### src/design/i2cm_pkg.sv
// ----------------------------------------------------------------------------
// I2C master engine package
// Shared types and codes for the I2C master sequencer and its pipeline stages.
// ----------------------------------------------------------------------------
package i2cm_pkg;

  // Command codes carried with each input transfer.
  localparam logic [1:0] CMD_TICK  = 2'd0;
  localparam logic [1:0] CMD_WRITE = 2'd1;
  localparam logic [1:0] CMD_READ  = 2'd2;

  // Completion status codes.
  localparam logic [1:0] STATUS_OK        = 2'd0;
  localparam logic [1:0] STATUS_ADDR_NACK = 2'd1;
  localparam logic [1:0] STATUS_DATA_NACK = 2'd2;

  // Sequencer phases, one pin change per tick.
  typedef enum logic [4:0] {
    PH_IDLE       = 5'd0,
    PH_START_SCL  = 5'd1,
    PH_W_SETUP    = 5'd2,
    PH_W_HIGH     = 5'd3,
    PH_W_LOW      = 5'd4,
    PH_ACK_REL    = 5'd5,
    PH_ACK_HIGH   = 5'd6,
    PH_ACK_SAMPLE = 5'd7,
    PH_ACK_TAKE   = 5'd8,
    PH_LOAD       = 5'd9,
    PH_R_REL      = 5'd10,
    PH_R_HIGH     = 5'd11,
    PH_R_SAMPLE   = 5'd12,
    PH_MA_SET     = 5'd13,
    PH_MA_HIGH    = 5'd14,
    PH_MA_LOW     = 5'd15,
    PH_MA_REL     = 5'd16,
    PH_STOP_PULL  = 5'd17,
    PH_STOP_SCL   = 5'd18,
    PH_STOP_SDA   = 5'd19
  } phase_t;

  // One input tick.
  typedef struct packed {
    logic [1:0] command;
    logic [7:0] byte_count;
    logic [7:0] tx_byte;
    logic       sda_in;
  } in_item_t;

  // One result tick.
  typedef struct packed {
    logic       scl_low;
    logic       sda_low;
    logic       byte_request;
    logic [7:0] rx_byte;
    logic       rx_valid;
    logic       rx_last;
    logic       busy_res;
    logic       done_res;
    logic [1:0] status;
  } res_item_t;

endpackage

### src/design/i2cm_in_stage.sv
// ----------------------------------------------------------------------------
// I2C master input stage
// Registers one incoming tick and holds it until the sequencer consumes it.
// ----------------------------------------------------------------------------
module i2cm_in_stage (
  input  logic               clk,
  input  logic               rst_n,
  input  logic               in_valid,
  output logic               in_stall,
  input  i2cm_pkg::in_item_t in_item,
  input  logic               advance,
  output logic               item_valid,
  output i2cm_pkg::in_item_t item
);
  import i2cm_pkg::*;

  logic     valid_r;
  in_item_t item_r;

  // The stage frees up whenever its current tick moves on.
  assign in_stall   = valid_r && !advance;
  assign item_valid = valid_r;
  assign item       = item_r;

  always_ff @(posedge clk) begin
    if (!rst_n) begin
      valid_r <= 1'b0;
    end else if (!in_stall) begin
      valid_r <= in_valid;
    end
  end

  always_ff @(posedge clk) begin
    if (in_valid && !in_stall) begin
      item_r <= in_item;
    end
  end

endmodule

### src/design/i2cm_seq.sv
// ----------------------------------------------------------------------------
// I2C master sequencer
// Phase state machine that advances one pin change per consumed tick.
// ----------------------------------------------------------------------------
module i2cm_seq (
  input  logic                clk,
  input  logic                rst_n,
  input  logic                advance,
  input  i2cm_pkg::in_item_t  item,
  input  logic [6:0]          slave_address,
  output i2cm_pkg::res_item_t res
);
  import i2cm_pkg::*;

  phase_t     phase_r, phase_nxt;
  logic [3:0] bit_index_r, bit_index_nxt;
  logic [7:0] shift_r, shift_nxt;
  logic [7:0] bytes_left_r, bytes_left_nxt;
  logic       reading_r, reading_nxt;
  logic [1:0] status_r, status_nxt;
  logic       scl_r, scl_nxt;
  logic       sda_r, sda_nxt;

  logic [3:0] bit_inc;
  logic [7:0] rx_shift;
  logic [7:0] bytes_dec;
  logic       req, rx_valid, rx_last, done;
  logic [7:0] rx_byte;

  assign bit_inc   = bit_index_r + 4'd1;
  assign rx_shift  = {shift_r[6:0], item.sda_in};
  assign bytes_dec = bytes_left_r - 8'd1;

  // Next phase.
  always_comb begin
    phase_nxt = phase_r;
    case (phase_r)
      PH_IDLE: begin
        if (item.command inside {CMD_WRITE, CMD_READ}) begin
          phase_nxt = PH_START_SCL;
        end
      end
      PH_START_SCL:  phase_nxt = PH_W_SETUP;
      PH_LOAD:       phase_nxt = PH_W_HIGH;
      PH_W_SETUP:    phase_nxt = PH_W_HIGH;
      PH_W_HIGH:     phase_nxt = PH_W_LOW;
      PH_W_LOW:      phase_nxt = bit_inc[3] ? PH_ACK_REL : PH_W_SETUP;
      PH_ACK_REL:    phase_nxt = PH_ACK_HIGH;
      PH_ACK_HIGH:   phase_nxt = PH_ACK_SAMPLE;
      PH_ACK_SAMPLE: phase_nxt = PH_ACK_TAKE;
      PH_ACK_TAKE: begin
        if (status_r != STATUS_OK || bytes_left_r == 8'd0) begin
          phase_nxt = PH_STOP_SCL;
        end else if (reading_r) begin
          phase_nxt = PH_R_REL;
        end else begin
          phase_nxt = PH_LOAD;
        end
      end
      PH_R_REL, PH_MA_REL: phase_nxt = PH_R_HIGH;
      PH_R_HIGH:     phase_nxt = PH_R_SAMPLE;
      PH_R_SAMPLE:   phase_nxt = bit_inc[3] ? PH_MA_SET : PH_R_HIGH;
      PH_MA_SET:     phase_nxt = PH_MA_HIGH;
      PH_MA_HIGH:    phase_nxt = PH_MA_LOW;
      PH_MA_LOW:     phase_nxt = (bytes_left_r != 8'd0) ? PH_MA_REL : PH_STOP_PULL;
      PH_STOP_PULL:  phase_nxt = PH_STOP_SCL;
      PH_STOP_SCL:   phase_nxt = PH_STOP_SDA;
      PH_STOP_SDA:   phase_nxt = PH_IDLE;
      default:       phase_nxt = PH_IDLE;
    endcase
  end

  // Datapath and per-tick outputs.
  always_comb begin
    bit_index_nxt  = bit_index_r;
    shift_nxt      = shift_r;
    bytes_left_nxt = bytes_left_r;
    reading_nxt    = reading_r;
    status_nxt     = status_r;
    scl_nxt        = scl_r;
    sda_nxt        = sda_r;
    req            = 1'b0;
    rx_valid       = 1'b0;
    rx_last        = 1'b0;
    rx_byte        = 8'd0;
    done           = 1'b0;
    case (phase_r)
      PH_IDLE: begin
        if (item.command inside {CMD_WRITE, CMD_READ}) begin
          reading_nxt    = (item.command == CMD_READ);
          bytes_left_nxt = item.byte_count;
          status_nxt     = STATUS_ADDR_NACK;
          shift_nxt      = {slave_address, (item.command == CMD_READ)};
          bit_index_nxt  = 4'd0;
          sda_nxt        = 1'b1;
        end
      end
      PH_START_SCL: begin
        scl_nxt       = 1'b1;
        bit_index_nxt = 4'd0;
      end
      PH_LOAD: begin
        shift_nxt      = item.tx_byte;
        bytes_left_nxt = bytes_dec;
        bit_index_nxt  = 4'd0;
        sda_nxt        = !item.tx_byte[7];
      end
      PH_W_SETUP:  sda_nxt = !shift_r[7];
      PH_W_HIGH:   scl_nxt = 1'b0;
      PH_W_LOW: begin
        scl_nxt       = 1'b1;
        shift_nxt     = {shift_r[6:0], 1'b0};
        bit_index_nxt = bit_inc;
      end
      PH_ACK_REL:  sda_nxt = 1'b0;
      PH_ACK_HIGH: scl_nxt = 1'b0;
      PH_ACK_SAMPLE: begin
        scl_nxt = 1'b1;
        // A NACK during the address keeps the address code; later it is a data NACK.
        if (item.sda_in) begin
          status_nxt = (status_r == STATUS_ADDR_NACK) ? STATUS_ADDR_NACK
                                                      : STATUS_DATA_NACK;
        end else if (status_r == STATUS_ADDR_NACK) begin
          status_nxt = STATUS_OK;
        end
      end
      PH_ACK_TAKE: begin
        sda_nxt = 1'b1;
        if (status_r == STATUS_OK && bytes_left_r != 8'd0 && !reading_r) begin
          req = 1'b1;
        end
      end
      PH_R_REL, PH_MA_REL: begin
        sda_nxt       = 1'b0;
        shift_nxt     = 8'd0;
        bit_index_nxt = 4'd0;
      end
      PH_R_HIGH: scl_nxt = 1'b0;
      PH_R_SAMPLE: begin
        scl_nxt       = 1'b1;
        shift_nxt     = rx_shift;
        bit_index_nxt = bit_inc;
        if (bit_inc[3]) begin
          bytes_left_nxt = bytes_dec;
          rx_byte        = rx_shift;
          rx_valid       = 1'b1;
          rx_last        = (bytes_dec == 8'd0);
        end
      end
      PH_MA_SET:    sda_nxt = (bytes_left_r != 8'd0);
      PH_MA_HIGH:   scl_nxt = 1'b0;
      PH_MA_LOW:    scl_nxt = 1'b1;
      PH_STOP_PULL: sda_nxt = 1'b1;
      PH_STOP_SCL:  scl_nxt = 1'b0;
      PH_STOP_SDA: begin
        sda_nxt = 1'b0;
        done    = 1'b1;
      end
      default: begin
        scl_nxt = 1'b0;
        sda_nxt = 1'b0;
      end
    endcase
  end

  always_ff @(posedge clk) begin
    if (!rst_n) begin
      phase_r      <= PH_IDLE;
      bit_index_r  <= 4'd0;
      shift_r      <= 8'd0;
      bytes_left_r <= 8'd0;
      reading_r    <= 1'b0;
      status_r     <= STATUS_OK;
      scl_r        <= 1'b0;
      sda_r        <= 1'b0;
    end else if (advance) begin
      phase_r      <= phase_nxt;
      bit_index_r  <= bit_index_nxt;
      shift_r      <= shift_nxt;
      bytes_left_r <= bytes_left_nxt;
      reading_r    <= reading_nxt;
      status_r     <= status_nxt;
      scl_r        <= scl_nxt;
      sda_r        <= sda_nxt;
    end
  end

  always_comb begin
    res.scl_low      = scl_nxt;
    res.sda_low      = sda_nxt;
    res.byte_request = req;
    res.rx_byte      = rx_byte;
    res.rx_valid     = rx_valid;
    res.rx_last      = rx_last;
    res.busy_res     = (phase_nxt != PH_IDLE);
    res.done_res     = done;
    res.status       = (phase_nxt != PH_IDLE) ? STATUS_OK : status_nxt;
  end

endmodule

### src/design/i2cm_out_stage.sv
// ----------------------------------------------------------------------------
// I2C master output stage
// Result register that holds a finished tick until the receiver takes it.
// ----------------------------------------------------------------------------
module i2cm_out_stage (
  input  logic                clk,
  input  logic                rst_n,
  input  logic                item_valid,
  input  i2cm_pkg::res_item_t res,
  output logic                advance,
  output logic                out_valid,
  input  logic                out_stall,
  output i2cm_pkg::res_item_t out_res
);
  import i2cm_pkg::*;

  logic      valid_r;
  res_item_t res_r;

  // A new result may load when the register is empty or is being drained.
  assign advance   = item_valid && (!valid_r || !out_stall);
  assign out_valid = valid_r;
  assign out_res   = res_r;

  always_ff @(posedge clk) begin
    if (!rst_n) begin
      valid_r <= 1'b0;
    end else if (advance) begin
      valid_r <= 1'b1;
    end else if (!out_stall) begin
      valid_r <= 1'b0;
    end
  end

  always_ff @(posedge clk) begin
    if (advance) begin
      res_r <= res;
    end
  end

endmodule

### src/design/i2c_master_transfer_engine_top.sv
// ----------------------------------------------------------------------------
// I2C master transfer engine
// Open-drain I2C master sequencer that makes one pin change per input tick.
// ----------------------------------------------------------------------------
// Usage: every transfer on the input channel is one tick of the bus clock
// divider. Command 1 or 2 on an idle engine begins a write or read of
// in_byte_count bytes to the address held in the configuration register;
// other ticks just step the sequencer. Every input transfer yields exactly
// one output transfer carrying the line drives, byte request, received
// byte and status for that tick.
// The configuration channel (cfg_valid/cfg_ready) writes the seven-bit
// slave address; it is always ready and should be written while idle.
// Pipeline: an accepted tick is held in the input register and then moves
// through the sequencer into the result register, from which it is offered
// to the receiver. Throughput is one tick per cycle while the receiver takes
// each result, set by the phase update of the sequencer state. When the
// receiver raises out_stall the result register holds its value and, once
// the input register is also full, in_stall rises. Synchronous reset
// empties both registers, returns the sequencer to idle with both lines
// released and clears the slave address to zero.
// ----------------------------------------------------------------------------
module i2c_master_transfer_engine_top (
  input  logic       clk,
  input  logic       rst_n,
  // Input tick channel
  input  logic       in_valid,
  output logic       in_stall,
  input  logic [1:0] in_command,
  input  logic [7:0] in_byte_count,
  input  logic [7:0] in_tx_byte,
  input  logic       in_sda_in,
  // Result channel
  output logic       out_valid,
  input  logic       out_stall,
  output logic       out_scl_low,
  output logic       out_sda_low,
  output logic       out_byte_request,
  output logic [7:0] out_rx_byte,
  output logic       out_rx_valid,
  output logic       out_rx_last,
  output logic       out_busy_res,
  output logic       out_done_res,
  output logic [1:0] out_status,
  // Configuration write channel
  input  logic       cfg_valid,
  output logic       cfg_ready,
  input  logic [6:0] cfg_data
);
  import i2cm_pkg::*;

  in_item_t   in_item;
  in_item_t   item;
  logic       item_valid;
  logic       advance;
  res_item_t  res;
  res_item_t  out_res;
  logic [6:0] slave_address_r;

  // Gather the input fields into one item.
  assign in_item.command    = in_command;
  assign in_item.byte_count = in_byte_count;
  assign in_item.tx_byte    = in_tx_byte;
  assign in_item.sda_in     = in_sda_in;

  // The address register accepts a write in any cycle.
  assign cfg_ready = 1'b1;

  always_ff @(posedge clk) begin
    if (!rst_n) begin
      slave_address_r <= 7'd0;
    end else if (cfg_valid && cfg_ready) begin
      slave_address_r <= cfg_data;
    end
  end

  i2cm_in_stage u_in_stage (
    .clk        (clk),
    .rst_n      (rst_n),
    .in_valid   (in_valid),
    .in_stall   (in_stall),
    .in_item    (in_item),
    .advance    (advance),
    .item_valid (item_valid),
    .item       (item)
  );

  // The sequencer state moves only when a tick goes into the result register.
  i2cm_seq u_seq (
    .clk           (clk),
    .rst_n         (rst_n),
    .advance       (advance),
    .item          (item),
    .slave_address (slave_address_r),
    .res           (res)
  );

  i2cm_out_stage u_out_stage (
    .clk        (clk),
    .rst_n      (rst_n),
    .item_valid (item_valid),
    .res        (res),
    .advance    (advance),
    .out_valid  (out_valid),
    .out_stall  (out_stall),
    .out_res    (out_res)
  );

  // Scatter the result item onto the output ports.
  assign out_scl_low      = out_res.scl_low;
  assign out_sda_low      = out_res.sda_low;
  assign out_byte_request = out_res.byte_request;
  assign out_rx_byte      = out_res.rx_byte;
  assign out_rx_valid     = out_res.rx_valid;
  assign out_rx_last      = out_res.rx_last;
  assign out_busy_res     = out_res.busy_res;
  assign out_done_res     = out_res.done_res;
  assign out_status       = out_res.status;

`ifndef SYNTH
  // A received byte is always followed by its ack clock, so the engine is busy.
  a_rx_while_busy: assert property (@(posedge clk) disable iff (!rst_n)
    (out_valid && out_rx_valid) |-> out_busy_res)
    else $error("received byte reported while engine idle");

  // The stop completes with both lines released and the engine idle.
  a_done_released: assert property (@(posedge clk) disable iff (!rst_n)
    (out_valid && out_done_res) |-> (!out_busy_res && !out_scl_low && !out_sda_low))
    else $error("stop completed with a line still driven or engine busy");

  // A byte request is only made mid-transfer with SCL held low.
  a_req_scl_low: assert property (@(posedge clk) disable iff (!rst_n)
    (out_valid && out_byte_request) |-> (out_busy_res && out_scl_low && out_status == STATUS_OK))
    else $error("byte request outside a running write");
`endif

endmodule

### config.mk
export PLATFORM = sky130hd
export DESIGN_NAME = i2c_master_transfer_engine_top
export DESIGN_NICKNAME = d
export VERILOG_FILES = /design/src/design/i2cm_pkg.sv /design/src/design/i2cm_in_stage.sv /design/src/design/i2cm_seq.sv /design/src/design/i2cm_out_stage.sv /design/src/design/i2c_master_transfer_engine_top.sv
export SDC_FILE = /design/constraint.sdc
export NUM_CORES = 1
export LEC_CHECK = 0
export BUFFER_PORTS_ARGS = -buffer_cell sky130_fd_sc_hd__clkbuf_2
export CAP_MARGIN = 20
export CORE_MARGIN = 2
export CORE_UTILIZATION = 62
export DETAILED_ROUTE_END_ITERATION = 10
export HOLD_SLACK_MARGIN = 0.06
export PLACE_DENSITY = 0.94
export SYNTH_ARGS = -nofsm -noshare
export SYNTH_HDL_FRONTEND = slang
export SYNTH_HIERARCHICAL = 1
export SYNTH_SLANG_ARGS = --single-unit
### constraint.sdc
create_clock -name clk -period 10.6 [get_ports clk]
set_clock_uncertainty 0.15 [all_clocks]
set_input_delay 1.06 -clock clk [delete_from_list [all_inputs] [get_ports clk]]
set_output_delay 1.06 -clock clk [all_outputs]
set_load 0.005 [all_outputs]
; ---- Word level (Yosys, flattened, before mapping)
; Cells that the tools add are included.
[totals]
elab_cells = 116
input_bits = 31
ff_bits = 75
[classes]
n_reduce_logical = 38
mux = 27
n_eq_ne = 25
add_sub_neg = 2
[ops]
columns = operator, count
row1 = $pmux 5 s17, 1
row2 = $eq 5x4->1 const B, 8
row3 = $pmux 8 s5, 1
row4 = $mux 8, 3
row5 = $pmux 8 s3, 1
row6 = $eq 5x3->1 const B, 4
row7 = $eq 5x5->1 const B, 4
row8 = $reduce_or 10->1, 2
row9 = $logic_not 8->1, 2
row10 = $pmux 4 s3, 1
row11 = $eq 5x2->1 const B, 2
row12 = $mux 2, 5
row13 = $mux 5, 2
row14 = $reduce_bool 5->1, 2
row15 = $reduce_and 3->1, 3
row16 = $reduce_bool 8->1, 1
row17 = $reduce_or 2->1, 4
row18 = $sub 8x1->8 const B, 1
row19 = $logic_not 1->1, 7
row20 = $mux 1, 7
row21 = $mux 3, 2
row22 = $ne 2x1->1 const B, 3
row23 = $pmux 1 s6, 1
row24 = $reduce_bool 3->1, 2
row25 = 16 further kinds, 23

; ---- Depth between registers and ports, before layout
; Gate-level depths: netlist of the first run.
[depth]
ltp_word = 7
mapped_depth = 9

; ---- By module
; The synthesis of the first run kept the hierarchy.
[by_module_without_submodules]
columns = module, cells_per_inst, area_per_inst_um2, instances
row1 = i2cm_seq, 299, 2253.4, 1
row2 = i2cm_in_stage, 23, 618.1, 1
row3 = i2cm_out_stage, 21, 549.3, 1
row4 = i2c_master_transfer_engine_top, 24, 276.5, 1

; ---- Least setup slack after synthesis of the first run
; Ideal clock, no wire load.
[synth_timing]
path_type = input-to-reg
from = input port out_stall
to = register u_seq.bit_index_r[0]
setup_slack_ns = 6.096
cell_stages = 7
setup_time_ns = 0.128
n_path_buf = 1
arrival_ns = 4.226
cell_sequence = a21boi_0 > inv_1 > a31o_2 > clkbuf_1 > a21oi_1 > mux2i_1 > nor2_1
[synth_between]
elab_chain_len = 4
[synth_rtl]
columns = element, line_no
row1 = from (decl), i2c_master_transfer_engine_top.sv:34  ; input logic out_stall,
row2 = $logic_not 1->1, i2cm_out_stage.sv:21  ; assign advance = item_valid && (!valid_r || !out_stall);
row3 = $logic_or 1x1->1, i2cm_out_stage.sv:21
row4 = $logic_and 1x1->1, i2cm_out_stage.sv:21
row5 = $reduce_and 3->1 (no line), n/a
row6 = to (signal assigned), i2cm_seq.sv:178  ; bit_index_r <= bit_index_nxt;
row7 = to (decl), i2cm_seq.sv:16  ; logic [3:0] bit_index_r, bit_index_nxt;
; Every way passes these cells.
; A chain may end at the register's enable or synchronous reset.

; ---- Final worst setup path of the first run
[layout_timing]
from = register u_seq.phase_r[2]
to = register u_out_stage.res_r (netlist bit u_out_stage/out_res[0]), data pin
[layout_between]
elab_chain_len = 4
elab_cells_between_ends = 25
classes_between = eq/ne: 18 / mux: 3 / reduce/logical: 4
[layout_rtl]
columns = element, line_no
row1 = from (decl), i2cm_seq.sv:15  ; phase_t phase_r, phase_nxt;
row2 = from (signal assigned), i2cm_seq.sv:177  ; phase_r <= phase_nxt;
row3 = $eq 5x4->1 (tied with other cells), i2cm_seq.sv:37  ; case (phase_r)
row4 = $reduce_or 2->1, n/a
row5 = $pmux 5 s17, i2cm_seq.sv:37
row6 = $reduce_bool 5->1, i2cm_seq.sv:197  ; res.status = (phase_nxt != PH_IDLE) ? STATUS_OK : status_nxt;
row7 = to (signal assigned), i2cm_out_stage.sv:37  ; res_r <= res;
row8 = to (decl), i2cm_out_stage.sv:18  ; res_item_t res_r;
; Several ways; a longest one is shown, not always the timed one.

==> metrics.yaml, run 1 <==
global_routing:
  grt_pass1_vias: 2873
  track_usage_pct: 26.5
  grt_max_degree: 36
  antenna_found_initial: 0
  grt.overflow.total: 0
  grt_pass1_wl_um: 13200
synthesis:
  ys.flop_type: "dfxtp_1"
  synth_nets: 402
  yosysTopAreaCell: "edfxtp_1"
  synth_area_leaders: "edfxtp_1 (29%), dfxtp_1 (21%), a21oi_1 (3.5%), o21ai_0 (3.4%), nor2_1 (3.1%)"
  syn_inst: 367
  yosysWarnings: 6
  ys_types: 63
  synth-seq-area-share_pct: 50.4
  synthArstFlopShare_pct: 0
  synth_most_common_cell: "dfxtp_1"
  synth_common_cells: "dfxtp_1 (39), edfxtp_1 (36), nor2_1 (31)"
  synth_top_area_share_pct: 29.2
  synth_area_per_cell_um2: 10.1
  synth_area_um2: 3700
  ys_ff_latch: 75
  synth_edf_count: 36
clock_tree:
  clockBufferDepth: 2
  insertion_delay_ns: 0.36
  cts_hold_buf: 0
  cts_tree: "done"
  htree_levels: 3
  cts.sinks: 75
  cts_setup_buffers: 0
  cts-buffers-inserted: 9
  cts-root-buf: "clkbuf_8"
  cts.clk_slew.worst_paths_ns: 0.08
  cts_resized: 0
worst_setup_path:
  startpoint_type: "flop"
  reg2reg_depth: 5
  cpMaxStageDelayCell: "dfxtp_1"
  crit_buf_inv: 0
  crit_type: "reg2reg"
  cpPeakStageDelay_ns: 0.83
  rrSetupSlack_ns: 7.46
  crit_chain: "or3b_1 > nor2_1 > a32oi_1 > o311a_1 > and4_1"
  cp.required_ns: 10.56
  arrival_ns: 3.10
  rr_startpoint: "u_seq/phase_r[2]$_SDFFE_PN0P_"
  path_delay_family: "simple AND/OR/NAND/NOR gates"
  reg2reg_to: "u_out_stage/out_res[0]$_DFFE_PP_"
  cp-end-kind: "flop"
  path_max_fanout: 24
place:
  dp_hpwl_um: 5440
  post_dp_cell_area_um2: 3880
  portBuffers: 49
  place_congestion: 0.970
sta:
  setup-tns-final_ns: 0
  setup_viol: 0
  relSlewSlack_pct: 43.5
  finalHoldViolations: 0
  fmax_mhz: 318
  timing.hold.ws_ns: 0.354
  finalCriticalPeriod_ns: 3.14
  drv_slew: 0
  fin_crit_sh_pct: 29.6
  rsz0062_at_grt: "false"
  worstMarginPinSlew_ns: 0.846
floorplanning:
  initial_core_util_pct: 63.2
  fp.dieH_um: 81.2
  io_pins: 51
  core_um2: 5850
  die_x_um: 81.2
  rows: 28
  die_area_um2: 6600
power:
  p_leak_uw: 0.00154
  vdd_drop_max_uv: 118
  power.density_nw_per_um2: 164
status:
  status: "complete, no violations"
route:
  avgViaCountPerCell: 6.34
  drt_iter0_markers: 355
  drc: 0
  totalWireLength_um: 8190
  routedWlPerCell_um: 17.1
  dr_total_vias: 3037
  ant_nets: 0
  first_pass_iters: 5
layout:
  drive_gt1_share_pct: 20.0
  syn2layout_area_growth_pct: 10.1
  fin_util_pct: 69.5
  antennaDiodeCount: 0
  design_area_um2: 4070
  fin_nets: 434
worst_hold_path:
  min_path_type: "reg2reg"
  hp-start: "u_seq/bit_index_r[2]$_SDFFE_PN0P_"
  min_path_cells: 2
  hold_path_end: "u_seq/bit_index_r[2]$_SDFFE_PN0P_"
job:
  drv_cap: 0
## sequential cells by signal, indices dropped and copies added (netlist names), 2 cells and up
signal               flops
u_out_stage/out_res     17
u_seq/phase_r            5
u_seq/bit_index_r        4
u_seq/status_r           2
u_in_stage/item         19
slave_address_r          7
u_seq/bytes_left_r       8
u_seq/shift_r            8
## where the power goes
| part | total (uW) | switching [uW] | leakage [uW] | internal, uW |
|---|---|---|---|---|
| registers | 345 | 20.5 | 0.000665 | 325 |
| logic | 119 | 69.8 | 0.000787 | 49.0 |
| clock network | 202 | 114 | 0.0000923 | 88.1 |
| total | 666 | 205 | 0.00154 | 462 |
## per-stage QoR
| stage | cells | total power [uW] | worst slack (ns) |
|---|---|---|---|
| final | 479 | 666 | 7.46 |
| after detailed placement | 462 | 466 | 7.37 |
| after CTS | 478 | 667 | 7.53 |
| after global placement | 462 | 462 | 7.52 |
| after floorplan | 367 | 438 | 6.10 |
| after global routing | 479 | 697 | 7.35 |
## cell type report
| class | count | area, um^2 |
|---|---|---|
| inverter | 10 | 37.5 |
| sequential | 75 | 1860 |
| clock inverter | 7 | 55.1 |
| clock buffer | 9 | 124 |
| fill | 437 | 1780 |
| multi-input combinational | 251 | 1630 |
| timing repair buffer | 52 | 265 |
| tap | 75 | 93.8 |
## worst min-delay path, cell delays in order (launching register included)
cell	delay, ns
dfxtp_1	0.33
nand2_1	0.06
o22ai_1	0.06
## cells in the final DEF (no fill, tap or decap), drive strengths merged, types with 6 or more instances in the layout
cell	Yosys	routed
nor3	9	9
a21oi	27	27
a222oi	7	7
xnor2	6	6
nand3	9	9
nand2b	6	6
o21ai	25	25
dfxtp	39	39
inv	10	14
clkbuf	15	58
nor2	31	31
nor2b	15	15
edfxtp	36	36
nor4	6	6
o31ai	6	6
nand2	11	11
o311ai	6	6
mux2i	10	10
and2	9	9
## kinds of logic (layout without fill, tap and decap cells)
family	count (synthesis)	after routing	synth area share [%]
AND/OR/NAND/NOR	117	117	17.1
AO/OA/AOI/OAI	112	112	21.1
flip-flops	75	75	50.4
buffers and inverters	41	78	5.62
multiplexers	10	10	2.71
XOR/XNOR	7	7	1.66
adder cells (fa/ha/maj)	4	4	1.35
other	1	1	0.101
## worst max path at each step
stage	from	endpoint	slack (ns)	cells past startpoint
floorplan	out_stall	u_seq/bit_index_r[0]$_SDFFE_PN0P_	6.10	7
global placement	out_stall	u_seq/bit_index_r[0]$_SDFFE_PN0P_	7.52	8
detailed placement	out_stall	u_seq/shift_r[6]$_SDFFE_PN0P_	7.37	8
CTS	out_stall	in_stall	7.53	5
global route	u_seq/phase_r[2]$_SDFFE_PN0P_	u_out_stage/out_res[1]$_DFFE_PP_	7.35	5
finish	u_seq/phase_r[2]$_SDFFE_PN0P_	u_out_stage/out_res[0]$_DFFE_PP_	7.46	5
## per-layer routing
layer  routed length (um)  vias up  track usage, %
met5                    0        -               0
met4                  110        0            10.5
li1                     -     1437               -
met2                 4090      140            44.5
met3                  651       16            8.00
met1                 3330     1444            31.8
Note: power is estimated with default switching activity, not from simulation.
==> run 2, diff against run 1 <==
--- a/config.mk
+++ b/config.mk
@@ -5,13 +5,14 @@
 export SDC_FILE = /design/constraint.sdc
 export NUM_CORES = 1
 export LEC_CHECK = 0
+export ABC_AREA = 1
 export BUFFER_PORTS_ARGS = -buffer_cell sky130_fd_sc_hd__clkbuf_2
 export CAP_MARGIN = 20
 export CORE_MARGIN = 2
-export CORE_UTILIZATION = 62
+export CORE_UTILIZATION = 52
 export DETAILED_ROUTE_END_ITERATION = 10
 export HOLD_SLACK_MARGIN = 0.06
-export PLACE_DENSITY = 0.94
+export PLACE_DENSITY = 0.85
 export SYNTH_ARGS = -nofsm -noshare
 export SYNTH_HDL_FRONTEND = slang
 export SYNTH_HIERARCHICAL = 1
==> constraint.sdc (replaced) <==
create_clock -name clk -period 2.6 [get_ports clk]
set_clock_uncertainty 0.15 [all_clocks]
set_input_delay 0.26 -clock clk [delete_from_list [all_inputs] [get_ports clk]]
set_output_delay 0.26 -clock clk [all_outputs]
set_load 0.005 [all_outputs]
==> run 2 against run 1 <==
Combinational power grew to 5.6 times the previous value. Register-to-register slack lost 7.0 ns. Routed wire length up 23%. Sequential cell count unchanged. Design area increased by 16%. Die area up 26%. Sequential share of layout area fell by 6.4 points. Clock power grew to 4.5 times the previous value. Critical path type unchanged. Critical endpoint is now u_seq/bytes_left_r[4]$_SDFFE_PN0P_.
==> metrics.yaml, run 2 <==
clock_tree:
  insertion_delay_ns: 0.35  # about the same
  cts_setup_buffers: 0  # unchanged
  cts_tree: "done"
  cts-root-buf: "clkbuf_8"
  cts.sinks: 75  # unchanged
  cts_resized: 0  # unchanged
  cts_hold_buf: 28  # +28
  htree_levels: 3  # unchanged
  cts.clk_slew.worst_paths_ns: 0.09  # about the same
  clockBufferDepth: 2  # unchanged
  cts-buffers-inserted: 9  # unchanged
worst_setup_path:
  crit_chain: "nor2_2 > nand3_2 > inv_2 > nand2_1 > nand2_2 > nand2_4 > inv_4 > nand2_1 > o21ai_1 > nor2_1"
  rrSetupSlack_ns: 0.48  # -6.98 ns
  reg2reg_depth: 10  # +5
  arrival_ns: 2.19  # -0.91 ns
  cp_common_cell: "nand2_1"
  reg2reg_to: "u_seq/bytes_left_r[4]$_SDFFE_PN0P_"
  rr_startpoint: "u_seq/phase_r[0]$_SDFFE_PN0P_"
  cpPeakStageDelay_ns: 0.35  # -0.48 ns
  cp.required_ns: 2.66  # -7.90 ns
  cp-startpoint: "u_seq/phase_r[0]$_SDFFE_PN0P_"
  endpoint: "u_seq/bytes_left_r[4]$_SDFFE_PN0P_"
  startpoint_type: "flop"
  path_max_fanout: 12  # -50%
  cp-end-kind: "flop"
  cpMaxStageDelayCell: "dfxtp_1"
  crit_type: "reg2reg"
place:
  post_dp_cell_area_um2: 4250  # +9.3%
  portBuffers: 49  # unchanged
  place_congestion: 1.01  # +4.5%
  dp_hpwl_um: 6940  # +28%
layout:
  drive_gt1_share_pct: 16.4  # -3.7 points
  fin_nets: 641  # +48%
  design_area_um2: 4730  # +16%
  final_cell_mix: "nand2_1 (145), nor2_1 (104), inv_1 (62)"
  mostFrequentLayoutCell: "nand2_1"
  syn2layout_area_growth_pct: 19.6
  fillCellCount: 618  # +41%
  largest_reg_flops: 19  # unchanged
global_routing:
  grt_pass1_wl_um: 16400  # +24%
  grt_max_degree: 29  # -19%
  grt_pass1_vias: 3573  # +24%
  antenna_found_initial: 1  # +1
  track_usage_pct: 24.9  # -1.6 points
  grt.overflow.total: 0  # unchanged
route:
  avgViaCountPerCell: 5.22  # -18%
  dr_total_vias: 3708  # +22%
  routedWlPerCell_um: 14.1  # -17%
  drc: 0  # unchanged
  ant_nets: 0  # unchanged
  first_pass_iters: 7  # +2
  totalWireLength_um: 10100  # +23%
  drt_iter0_markers: 383  # +7.9%
synthesis:
  ys_ff_latch: 75  # unchanged
  synth_area_leaders: "edfxtp_1 (27%), dfxtp_1 (20%), nand2_1 (14%), nor2_1 (10%), inv_1 (5.9%)"
  yosysWarnings: 6  # unchanged
  syn_inst: 529  # +44%
  ys_types: 33  # -48%
  synth_top_area_share_pct: 27.3  # -1.9 points
  yosysTopAreaCell: "edfxtp_1"
  synthArstFlopShare_pct: 0  # unchanged
  synth_area_um2: 3960  # +7.0%
  synth_area_per_cell_um2: 7.48  # -26%
  synth-seq-area-share_pct: 47.1  # -3.3 points
  synth_common_cells: "nand2_1 (145), nor2_1 (105), inv_1 (62)"
  ys.flop_type: "dfxtp_1"
  synth_nets: 564  # +40%
  synth_edf_count: 36  # unchanged
  synth_most_common_cell: "nand2_1"
worst_hold_path:
  hp-start: "cfg_valid"
  min_path_type: "in2reg"
power:
  p_leak_uw: 0.00232  # +50%
  power.density_nw_per_um2: 626  # +280%
  vdd_drop_max_uv: 440  # +270%
  swShare_pct: 31.6  # +0.88 points
  seqPwrFrac_pct: 47.1  # -4.7 points
  fin_total_pwr_uw: 2960  # +340%
  combPwrFrac_pct: 22.5  # +4.7 points
  internal-power_uw: 2030  # +340%
  p_clk_share_pct: 30.4  # about the same
  p_sw_uw: 936  # +360%
floorplanning:
  die_area_um2: 8320  # +26%
  die_x_um: 91.2  # +12%
  rows: 31  # +11%
  initial_core_util_pct: 54.3  # -8.9 points
  io_pins: 51  # unchanged
  fp.dieH_um: 91.2  # +12%
  core_um2: 7290  # +25%
sta:
  worstMarginPinSlew_ns: 0.591  # -0.255 ns
  rsz0062_at_grt: "false"
  relSlewSlack_pct: 60.6  # +17 points
  finalHoldViolations: 0  # unchanged
  drv_slew: 0  # unchanged
  fin_crit_sh_pct: 81.7  # +52 points
  setup_viol: 0  # unchanged
  setup-tns-final_ns: 0  # unchanged
  fmax_mhz: 471  # +48%
  finalCriticalPeriod_ns: 2.12  # -1.02 ns
  timing.hold.ws_ns: 0.176  # -0.179 ns
status:
  status: "complete, no violations"
job:
  drv_cap: 0  # unchanged
[run 2: how the worst min path moves through the flow]
stage / end / slack, ns / cells past startpoint
CTS: slave_address_r[1]$_SDFFE_PN0P_ / 0.16 / 3
global route: slave_address_r[0]$_SDFFE_PN0P_ / 0.19 / 3
global placement: u_in_stage/item[12]$_DFFE_PP_ / 0.29 / 1
finish: slave_address_r[2]$_SDFFE_PN0P_ / 0.18 / 3
detailed placement: u_in_stage/item[12]$_DFFE_PP_ / 0.29 / 1
floorplan: u_in_stage/item[0]$_DFFE_PP_ / 0.21 / 0
[run 2: layout make-up]
type / count / area, um^2 / area share [%]
clock buffer: 9 / 124 / 2.62
antenna: 1 / 2.50 / 0.0529
inverter: 71 / 269 / 5.69
tap: 99 / 124 / 2.62
timing repair buffer: 81 / 556 / 11.7
clock inverter: 7 / 76.3 / 1.61
sequential: 75 / 1860 / 39.4
multi-input combinational: 368 / 1720 / 36.3
[run 2: cell families after synthesis]
group | count (synthesis) | synth area share [%]
xor+xnor | 6 | 1.33
other cells | 1 | 0.0948
simple gates | 318 | 35.4
compound gates | 39 | 5.22
flops | 75 | 47.1
buf+inv | 86 | 9.68
fa+ha+maj | 4 | 1.27
[run 2: per-stage QoR]
step                util, %  setup slack (ns)  cells
floorplan                 -             0.258    529
global placement       58.3             0.535    666
detailed placement     58.3             0.538    666
CTS                    64.8             0.518    710
global route           64.9             0.342    711
finish                 64.9             0.477    711
[run 2: critical path: cells and delay by family (launching register included)]
family,cells,cell delay (ns)
AND/OR/NAND/NOR,7,1.19
flip-flops,1,0.35
buffers and inverters,2,0.22
AO/OA/AOI/OAI,1,0.07
[run 2: metal layers]
metal  wire (um)  vias up  GRT usage [%]
li1            -     1806              -
met1        4040     1688           30.2
met2        4980      184           43.7
met3         749       30           4.23
met4         287        0           9.97
met5           0        -              0
[run 2: power by group through the flow]
stage          clock network (uW)  logic (uW)  registers (uW)
2_1_floorplan                   0         469            1410
3_3_place_gp                    0         597            1420
3_5_place_dp                    0         612            1420
4_1_cts                       907         648            1390
5_1_grt                       973         735            1410
6_report                      900         666            1400
==> run 3, diff against run 2 <==
--- a/config.mk
+++ b/config.mk
@@ -9,10 +9,10 @@
 export BUFFER_PORTS_ARGS = -buffer_cell sky130_fd_sc_hd__clkbuf_2
 export CAP_MARGIN = 20
 export CORE_MARGIN = 2
-export CORE_UTILIZATION = 52
+export CORE_UTILIZATION = 58
 export DETAILED_ROUTE_END_ITERATION = 10
 export HOLD_SLACK_MARGIN = 0.06
-export PLACE_DENSITY = 0.85
+export PLACE_DENSITY = 0.89
 export SYNTH_ARGS = -nofsm -noshare
 export SYNTH_HDL_FRONTEND = slang
 export SYNTH_HIERARCHICAL = 1
==> constraint.sdc (replaced) <==
create_clock -name clk -period 2.05 [get_ports clk]
set_clock_uncertainty 0.15 [all_clocks]
set_input_delay 0.205 -clock clk [delete_from_list [all_inputs] [get_ports clk]]
set_output_delay 0.205 -clock clk [all_outputs]
set_load 0.005 [all_outputs]
==> run 3 against run 2 <==
Non-clock buffer count rose by 10. Sequential cell count did not move. Critical path type unchanged. Critical endpoint is now u_seq/bytes_left_r[2]$_SDFFE_PN0P_. Via count is 3.4% higher. Highest routed layer unchanged. Largest power group unchanged.
==> metrics.yaml, run 3 (same netlist as run 2, synthesis figures left out) <==
sta:
  setup_viol: 0  # unchanged
  drv_slew: 0  # unchanged
  finalCriticalPeriod_ns: 1.98  # -0.139 ns
  fin_ws_ns: 0.0656  # -0.411 ns
  fin_crit_sh_pct: 96.8  # +15 points
  worstMarginPinSlew_ns: 0.584  # -0.00654 ns
  relSlewSlack_pct: 61.0  # +0.44 points
  rsz0062_at_grt: "true"
  fmax_mhz: 504  # +7.0%
  finalHoldViolations: 0  # unchanged
floorplanning:
  initial_core_util_pct: 59.2  # +5.0 points
  io_pins: 51  # unchanged
  die_area_um2: 7500  # -9.9%
  rows: 30  # -3.2%
  die_x_um: 86.6  # -5.1%
  core_um2: 6680  # -8.4%
  fp.dieH_um: 86.6  # -5.1%
layout:
  finalNonFillerCells: 701  # -1.4%
  final_cell_mix: "nand2_1 (143), nor2_1 (101), inv_1 (62)"
  fin_util_pct: 72.7  # +7.8 points
  largest_reg_flops: 19  # unchanged
  multi_input_area_um2: 1760  # +2.2%
  design_area_um2: 4860  # +2.6%
  mostFrequentLayoutCell: "nand2_1"
  syn2layout_area_growth_pct: 22.7
  layout.area.seq_um2: 1860  # +0.13%
  drive_gt1_share_pct: 19.0  # +2.6 points
  fin_nets: 651  # +1.6%
  fillCellCount: 490  # -21%
  antennaDiodeCount: 0  # -1
global_routing:
  antenna_found_initial: 0  # -1
  grt_pass1_wl_um: 16400  # +0.42%
  track_usage_pct: 28.8  # +3.9 points
  grt.overflow.total: 0  # unchanged
  grt_max_degree: 25  # -14%
  grt_pass1_vias: 3564  # -0.25%
route:
  ant_nets: 0  # unchanged
  drc: 0  # unchanged
  dr_total_vias: 3835  # +3.4%
  routedWlPerCell_um: 15.0  # +6.1%
  avgViaCountPerCell: 5.47  # +4.9%
  first_pass_iters: 5  # -2
  drt_iter0_markers: 380  # -0.78%
  totalWireLength_um: 10500  # +4.6%
power:
  power.density_nw_per_um2: 818  # +31%
  p_leak_uw: 0.00238  # +2.8%
  vdd_drop_max_uv: 648  # +47%
clock_tree:
  cts_tree: "done"
  htree_levels: 3  # unchanged
  cts-root-buf: "clkbuf_8"
  cts.clk_slew.worst_paths_ns: 0.09  # about the same
  clockBufferDepth: 2  # unchanged
  insertion_delay_ns: 0.36  # about the same
  cts.sinks: 75  # unchanged
  cts-buffers-inserted: 9  # unchanged
worst_setup_path:
  cp.required_ns: 2.15  # -0.51 ns
  rrSetupSlack_ns: 0.07  # -0.41 ns
  arrival_ns: 2.09  # -0.10 ns
  path_max_fanout: 9  # -3
  reg2reg_depth: 9  # -1
  cp-end-kind: "flop"
  reg2reg_to: "u_seq/bytes_left_r[2]$_SDFFE_PN0P_"
  crit_type: "reg2reg"
  rr_startpoint: "u_seq/phase_r[0]$_SDFFE_PN0P_"
  startpoint_type: "flop"
worst_hold_path:
  hp-start: "cfg_valid"
  min_path_type: "in2reg"
  hold_path_end: "slave_address_r[4]$_SDFFE_PN0P_"
  min_path_cells: 3  # unchanged
status:
  status: "complete, no violations"
place:
  dp_cells: 657  # -1.4%
  dp_hpwl_um: 6980  # +0.66%
  post-place-ws_ns: 0.0734  # -0.465 ns
  place_congestion: 0.909  # -10%
  portBuffers: 49  # unchanged
  post_dp_cell_area_um2: 4320  # +1.8%
job:
  drv_cap: 0  # unchanged
run 3: cell count changes in the layout (fill, tap and decap cells not counted), moves of 2 or more:
cell	change
buf_4	+9
dfxtp_1	-2
dfxtp_2	+2
nand2_1	-2
nand2_2	+2
nor2_1	-3
nor2_4	+3
run 3: through the flow:
step	hold WS (ns)	TNS [ns]	total power, uW
after floorplan	0.154	0	2380
after global placement	0.232	0	2580
after detailed placement	0.234	0	2600
after CTS	0.0853	0	3930
after global routing	0.143	-0.0996	4140
final	0.0997	0	3970
run 3: cell type report:
cell class,count,share of cell area [%]
Clock inverter,7,2.06
Sequential cell,75,38.4
Multi-Input combinational cell,368,36.2
Tap cell,80,2.06
Inverter,71,5.54
Timing Repair Buffer,91,13.2
Clock buffer,9,2.55
run 3: critical path, cell delays in order, from the launching register on:
cell and delay (ns):
dfxtp_1 0.46, inv_1 0.12, nor2_2 0.20, nand3_1 0.22
nand2_2 0.20, inv_2 0.11, nand2_1 0.08, nand2_1 0.05
o21ai_0 0.22, nor2_1 0.07
run 3: routing by layer:
metal / vias to the layer above / global-route usage (%) / part of all wire [%]
li1: 1832 / - / -
met1: 1767 / 35.0 / 39
met2: 205 / 50.0 / 51
met3: 31 / 5.52 / 6.8
met4: 0 / 11.9 / 2.9
met5: - / 0 / 0
run 3: repair_timing:
action | in CTS | in global routing
resized for setup | 0 | 10
hold buffers | 28 | 0
buffers inserted | 0 | 0
endpoints found under the hold margin | 28 | 0
setup endpoints to repair | 0 | 21
run 3: worst max path at each step:
| stage | start | cells past startpoint | slack [ns] | endpoint |
|---|---|---|---|---|
| detailed placement | u_seq/phase_r[4]$_SDFFE_PN0P_ | 9 | 0.07 | u_out_stage/out_res[15]$_DFFE_PP_ |
| CTS | u_seq/phase_r[4]$_SDFFE_PN0P_ | 9 | 0.06 | u_out_stage/out_res[15]$_DFFE_PP_ |
| global route | u_seq/phase_r[0]$_SDFFE_PN0P_ | 9 | -0.05 | u_seq/bytes_left_r[1]$_SDFFE_PN0P_ |
| global placement | u_seq/phase_r[4]$_SDFFE_PN0P_ | 9 | 0.05 | u_out_stage/out_res[15]$_DFFE_PP_ |
| floorplan | u_in_stage/item_valid$_SDFFE_PN0N_ | 6 | 0.15 | u_in_stage/item[0]$_DFFE_PP_ |
| finish | u_seq/phase_r[0]$_SDFFE_PN0P_ | 9 | 0.07 | u_seq/bytes_left_r[2]$_SDFFE_PN0P_ |
run 3: power breakdown:
group          internal, uW  switching (uW)  total (uW)  leakage [uW]
registers              1690            81.1        1770      0.000667
clock network           696             615        1310      0.000109
logic                   332             554         887       0.00161
